--- src/hdl/bfc_pkg.sv ---
`timescale 1ns / 1ps

package bfc_pkg;

  localparam int TAPE_DEPTH  = 32768;
  localparam int TAPE_AW     = $clog2(TAPE_DEPTH);
  localparam int STACK_DEPTH = 64;
  localparam int STK_AW      = $clog2(STACK_DEPTH);
  localparam int STK_CW      = $clog2(STACK_DEPTH + 1);
  localparam int PROG_DEPTH  = 65536;
  localparam int PC_W        = 17;
  localparam int FA_W        = 16;

  localparam logic [2:0] OP_INC   = 3'd0;
  localparam logic [2:0] OP_DEC   = 3'd1;
  localparam logic [2:0] OP_RIGHT = 3'd2;
  localparam logic [2:0] OP_LEFT  = 3'd3;
  localparam logic [2:0] OP_OPEN  = 3'd4;
  localparam logic [2:0] OP_CLOSE = 3'd5;
  localparam logic [2:0] OP_WRITE = 3'd6;
  localparam logic [2:0] OP_READ  = 3'd7;

  localparam logic [2:0] ERR_NONE      = 3'd0;
  localparam logic [2:0] ERR_PTR_LOW   = 3'd1;
  localparam logic [2:0] ERR_UNMATCHED = 3'd2;
  localparam logic [2:0] ERR_TAPE_OVF  = 3'd3;
  localparam logic [2:0] ERR_STACK_OVF = 3'd4;

  typedef struct packed {
    logic [FA_W-1:0] fetch_addr;
    logic            out_valid;
    logic [7:0]      out_byte;
    logic            input_taken;
    logic            halted;
    logic [2:0]      error_code;
  } bfc_result_t;

  typedef struct packed {
    logic              clearing;
    logic              stopped;
    logic [2:0]        err;
    logic [STK_CW-1:0] depth;
    logic [STK_CW-1:0] skip_level;
  } bfc_status_t;

endpackage

--- src/hdl/bfc_out_buf.sv ---
`timescale 1ns / 1ps

module bfc_out_buf (
  input  logic                 clk,
  input  logic                 rst_n,
  input  logic                 load,
  input  bfc_pkg::bfc_result_t res,
  input  logic                 out_stall,
  output logic                 out_vld,
  output bfc_pkg::bfc_result_t out_res,
  output logic                 skid_full
);
  import bfc_pkg::*;

  logic        main_vld_r, main_vld_nxt;
  logic        skid_vld_r, skid_vld_nxt;
  bfc_result_t main_r, main_nxt;
  bfc_result_t skid_r, skid_nxt;

  always_comb begin
    main_vld_nxt = main_vld_r;
    skid_vld_nxt = skid_vld_r;
    main_nxt     = main_r;
    skid_nxt     = skid_r;
    if (!main_vld_r || !out_stall) begin
      if (skid_vld_r) begin
        main_nxt     = skid_r;
        main_vld_nxt = 1'b1;
        skid_vld_nxt = 1'b0;
      end else begin
        main_nxt     = res;
        main_vld_nxt = load;
      end
    end else if (load) begin
      skid_nxt     = res;
      skid_vld_nxt = 1'b1;
    end
  end

  always_ff @(posedge clk) begin
    if (!rst_n) begin
      main_vld_r <= 1'b0;
      skid_vld_r <= 1'b0;
    end else begin
      main_vld_r <= main_vld_nxt;
      skid_vld_r <= skid_vld_nxt;
    end
  end

  always_ff @(posedge clk) begin
    main_r <= main_nxt;
    skid_r <= skid_nxt;
  end

  assign out_vld   = main_vld_r;
  assign out_res   = main_r;
  assign skid_full = skid_vld_r;

endmodule

--- config.mk ---
export PLATFORM = sky130hd
export DESIGN_NAME = bfc_out_buf
export DESIGN_NICKNAME = d
export VERILOG_FILES = /design/src/hdl/bfc_pkg.sv /design/src/hdl/bfc_out_buf.sv
export SDC_FILE = /design/constraint.sdc
export NUM_CORES = 1
export LEC_CHECK = 0
export BUFFER_PORTS_ARGS = -buffer_cell sky130_fd_sc_hd__buf_2
export CAP_MARGIN = 20
export CORE_ASPECT_RATIO = 2
export CORE_MARGIN = 10
export CORE_UTILIZATION = 54
export CTS_CLUSTER_SIZE = 14
export DETAILED_ROUTE_END_ITERATION = 10
export GPL_TIMING_DRIVEN = 1
export PLACE_DENSITY = 0.83
export SLEW_MARGIN = 20
export SYNTH_ARGS = -nofsm -noshare
export SYNTH_HDL_FRONTEND = slang
export SYNTH_SLANG_ARGS = --single-unit
--- constraint.sdc ---
create_clock -name clk -period 3.5 [get_ports clk]
set_input_delay 0.7 -clock clk [delete_from_list [all_inputs] [get_ports clk]]
set_output_delay 0.7 -clock clk [all_outputs]
set_load 0.05 [all_outputs]
Word level (Yosys, flattened, before mapping):

Index checks and enable logic that the tools add are counted.

* logic and storage cells: 23
* input port bits: 34
* register bits after elaboration: 62
* output and inout port bits: 32

* multiplexer cells: 2
* reduce and logical (&&, ||, !) cells: 5
* bitwise gates (word level): 2

Operator list (number)
* $mux W30: 1
* $logic_not A1 Y1: 2
* $not A1 Y1: 2
* $reduce_and A2 Y1: 1
* $reduce_or A2 Y1: 1
* $logic_or A1 B1 Y1: 1
* $mux W1: 1

Logic depth before layout (Yosys ltp):

* depth in word-level cells: 4
* mapped depth: 3
* gate-level depth less buffers: 2

Worst setup path before layout:

Ideal clock, no wire load.

* path type: reg-to-reg
* start point: reg main_vld_r, in the netlist out_vld
* end point: reg skid_r[0] in the netlist's numbering (enable)
* data required time: 3110 ps
* setup time: 390 ps
* path slack: 1596 ps
* stages on the path, launching flop included: 2
* arrival: 1514 ps
* path through: dfxtp_1 and3_1

* longest elaborated chain between the ends: 4

RTL lines
* start, declared: line bfc_out_buf.sv:15 `logic main_vld_r, main_vld_nxt;`
* start signal, assigned: line bfc_out_buf.sv:45 `main_vld_r <= main_vld_nxt;`
* $logic_not A1 Y1: line bfc_out_buf.sv:25 `if (!main_vld_r || !out_stall) begin`
* $logic_or A1 B1 Y1: line bfc_out_buf.sv:25
* $not A1 Y1 (no source line)
* $reduce_and A2 Y1 (no source line)
* end signal, assigned: line bfc_out_buf.sv:52 `skid_r <= skid_nxt;`
* end, declared: line bfc_out_buf.sv:18 `bfc_result_t skid_r, skid_nxt;`

No other way between the ends.
A chain may end at the register's enable or synchronous reset.

Worst setup path after layout:

* start point: reg skid_vld_r, in the netlist skid_full
* end point: out skid_full

RTL lines
* start, declared: line bfc_out_buf.sv:16 `logic skid_vld_r, skid_vld_nxt;`
* start signal, assigned: line bfc_out_buf.sv:46 `skid_vld_r <= skid_vld_nxt;`
* end, declared: line bfc_out_buf.sv:11 `output logic skid_full`

No word-level cell between the ends.

==> results.toml <==
[sta]
final.min_clock_period_ns = 2.19
worst_pin_slew_ns = 0.715
timing.setup.tns_ns = 0
clock_skew_ns = 0.00344
fin_crit_sh = 0.626
rsz0062_at_grt = "false"
finalSetupViolCount = 0
maxSlewHeadroom = 0.523
whs_ns = 0.552
slew_viol_final = 0
clock.fmax_mhz = 457
hold_viol = 0

[cts]
cts_made_buffers = 9
worstSkewPairLatency_ns = 0.32
root_buffer = "clkbuf_8"
cts_resized = 0
cts-hold-fix-buffers = 0
clk_pin_slew_ns = 0.06
cts_setup_buffers = 0
clockBufferDepth = 2
cts_sinks = 62
htree_num_levels = 3
cts_tree = "yes"

[worst_setup_path]
cpLargestDelayFamily = "flip-flops"
setup.worst_path.start_class = "flop"
cp_max_fo = 16
required_ns = 2.80
worstSetupEndpointType = "primary output"
worst-path-buf-inv = 1
arrival_ns = 1.49
cp_slowest_stage_delay_ns = 0.78
crit_type = "reg2out"
cp_cell_sequence = "buf_2"
crit_cells = 1
crit_slowest_cell = "dfxtp_1"
reg2reg_depth = 2

[global_route]
grt_pass1_wl_mm = 6.80
overflow = 0
grt_start_max_net_pins = 27
antenna_found_initial = 0
grt_pass1_vias = 1328
track_usage = 0.124

[drt]
drt_first_pass_iters = 4
wl_met3_um = 389
route.met2.wl_mm = 2.44
drtIter0Drc = 39
via_per_inst = 5.12
ant_nets = 0
m1WireLength_mm = 1.41
routedWlPerCell_um = 18.6
drc = 0
drt-total-wl_mm = 4.34
top_layer_used = "met4"
vias = 1193

[power]
vdd_drop_max_mv = 0.471
power.density_mw_per_mm2 = 577
p_leak_nw = 1.09

[min_path]
worstHoldPathCells = 1
hp-class = "reg2reg"

[finish]
diodes = 0
nNetsFinal = 210
area_growth_pct = 24.9
layout-drive-gt1-share = 0.624
fin_area_mm2 = 0.00281

[die]
start_util = 0.556
die_h_um = 111
die_area_mm2 = 0.00730
fp.dieW_um = 65.6
rows = 33
core_area_mm2 = 0.00405
ios = 66

[logic_synthesis]
avgSynthCellArea_um2 = 22.5
synth.net_count = 134
syn_inst = 100
ys_ff_latch = 62
yosysUniqueCellTypes = 9
netlist_area_mm2 = 0.00225
yosysSeqAreaShare = 0.819
ys_warn_count = 0

[placement]
place_area_mm2 = 0.00263
port_buffers = 65
globalplace.congestion = 0.703
dp_hpwl_mm = 3.28

[outcome]
status = "finished, final reports clean"

[run]
maxCapViolations = 0
## final timing paths
check,from,end,slack [ns]
worst max-delay path,skid_full$_SDFFE_PP0P_,skid_full,1.31
worst max register to register,skid_full$_SDFFE_PP0P_,out_res[11]$_DFFE_PP_,1.71
worst min-delay path,skid_r[18]$_DFFE_PP_,out_res[18]$_DFFE_PP_,0.55
worst min register to register,skid_r[18]$_DFFE_PP_,out_res[18]$_DFFE_PP_,0.55
## layout make-up
type / instances / area (µm²)
well taps: 52 / 65.1
repair buffers: 68 / 348
fillers: 299 / 1240
clock inverters: 6 / 52.6
clock buffers: 10 / 128
flip-flops and latches: 62 / 1840
multi-input cells: 35 / 374
## placed cells by master (no fill, tap or decap)
cell type	n
buf_2	65
edfxtp_1	60
mux2_2	30
clkbuf_8	9
clkinv_2	3
buf_4	3
clkinv_1	2
dfxtp_1	2
nand2_1	1
and3_1	1
nor2_2	1
a21boi_1	1
nor3b_2	1
bufinv_16	1
clkbuf_1	1
## cells in the mapped netlist
cell type / number / area share
and3_1: 1 / 0.0028
nand2_1: 1 / 0.0017
nor3b_2: 1 / 0.0056
edfxtp_1: 60 / 0.80
a21boi_1: 1 / 0.0033
buf_6: 3 / 0.015
dfxtp_1: 2 / 0.018
mux2_2: 30 / 0.15
nor2_2: 1 / 0.0028
## state kept, by name, summed over array words and instances, names as in the netlist
signal	count
out_res	30
skid_r	30
out_vld	1
skid_full	1
## metal layers
metal  vias to the layer above  track usage
met3                        10       0.0617
li1                        548            -
met4                         0       0.0647
met1                       591        0.110
met2                        44        0.216
met5                         -            0
## through the flow
step                      worst slack, ns  cells  utilization  power, mW
final                                1.31    233        0.694       1.62
after global routing                 1.21    233        0.694       1.68
after floorplan                      1.60    100            -       1.02
after global placement               1.56    217        0.650       1.07
after CTS                            1.28    233        0.694       1.64
after detailed placement             1.48    217        0.650       1.08
## power breakdown
part	internal, mW	total (mW)	switching (mW)	leakage (nW)
combinational	0.0509	0.190	0.140	0.395
sequential	0.856	0.866	0.0102	0.600
clock	0.320	0.563	0.243	0.0949
## cell families (layout without fill, tap and decap cells)
logic type / after synthesis / in the layout / synth area share
AOI/OAI and AO/OA: 1 / 1 / 0.00334
buffers and inverters: 3 / 84 / 0.0150
DFF: 62 / 62 / 0.819
muxes: 30 / 30 / 0.150
and+or+nand+nor: 4 / 4 / 0.0128
(Power assumes the default switching activity.)
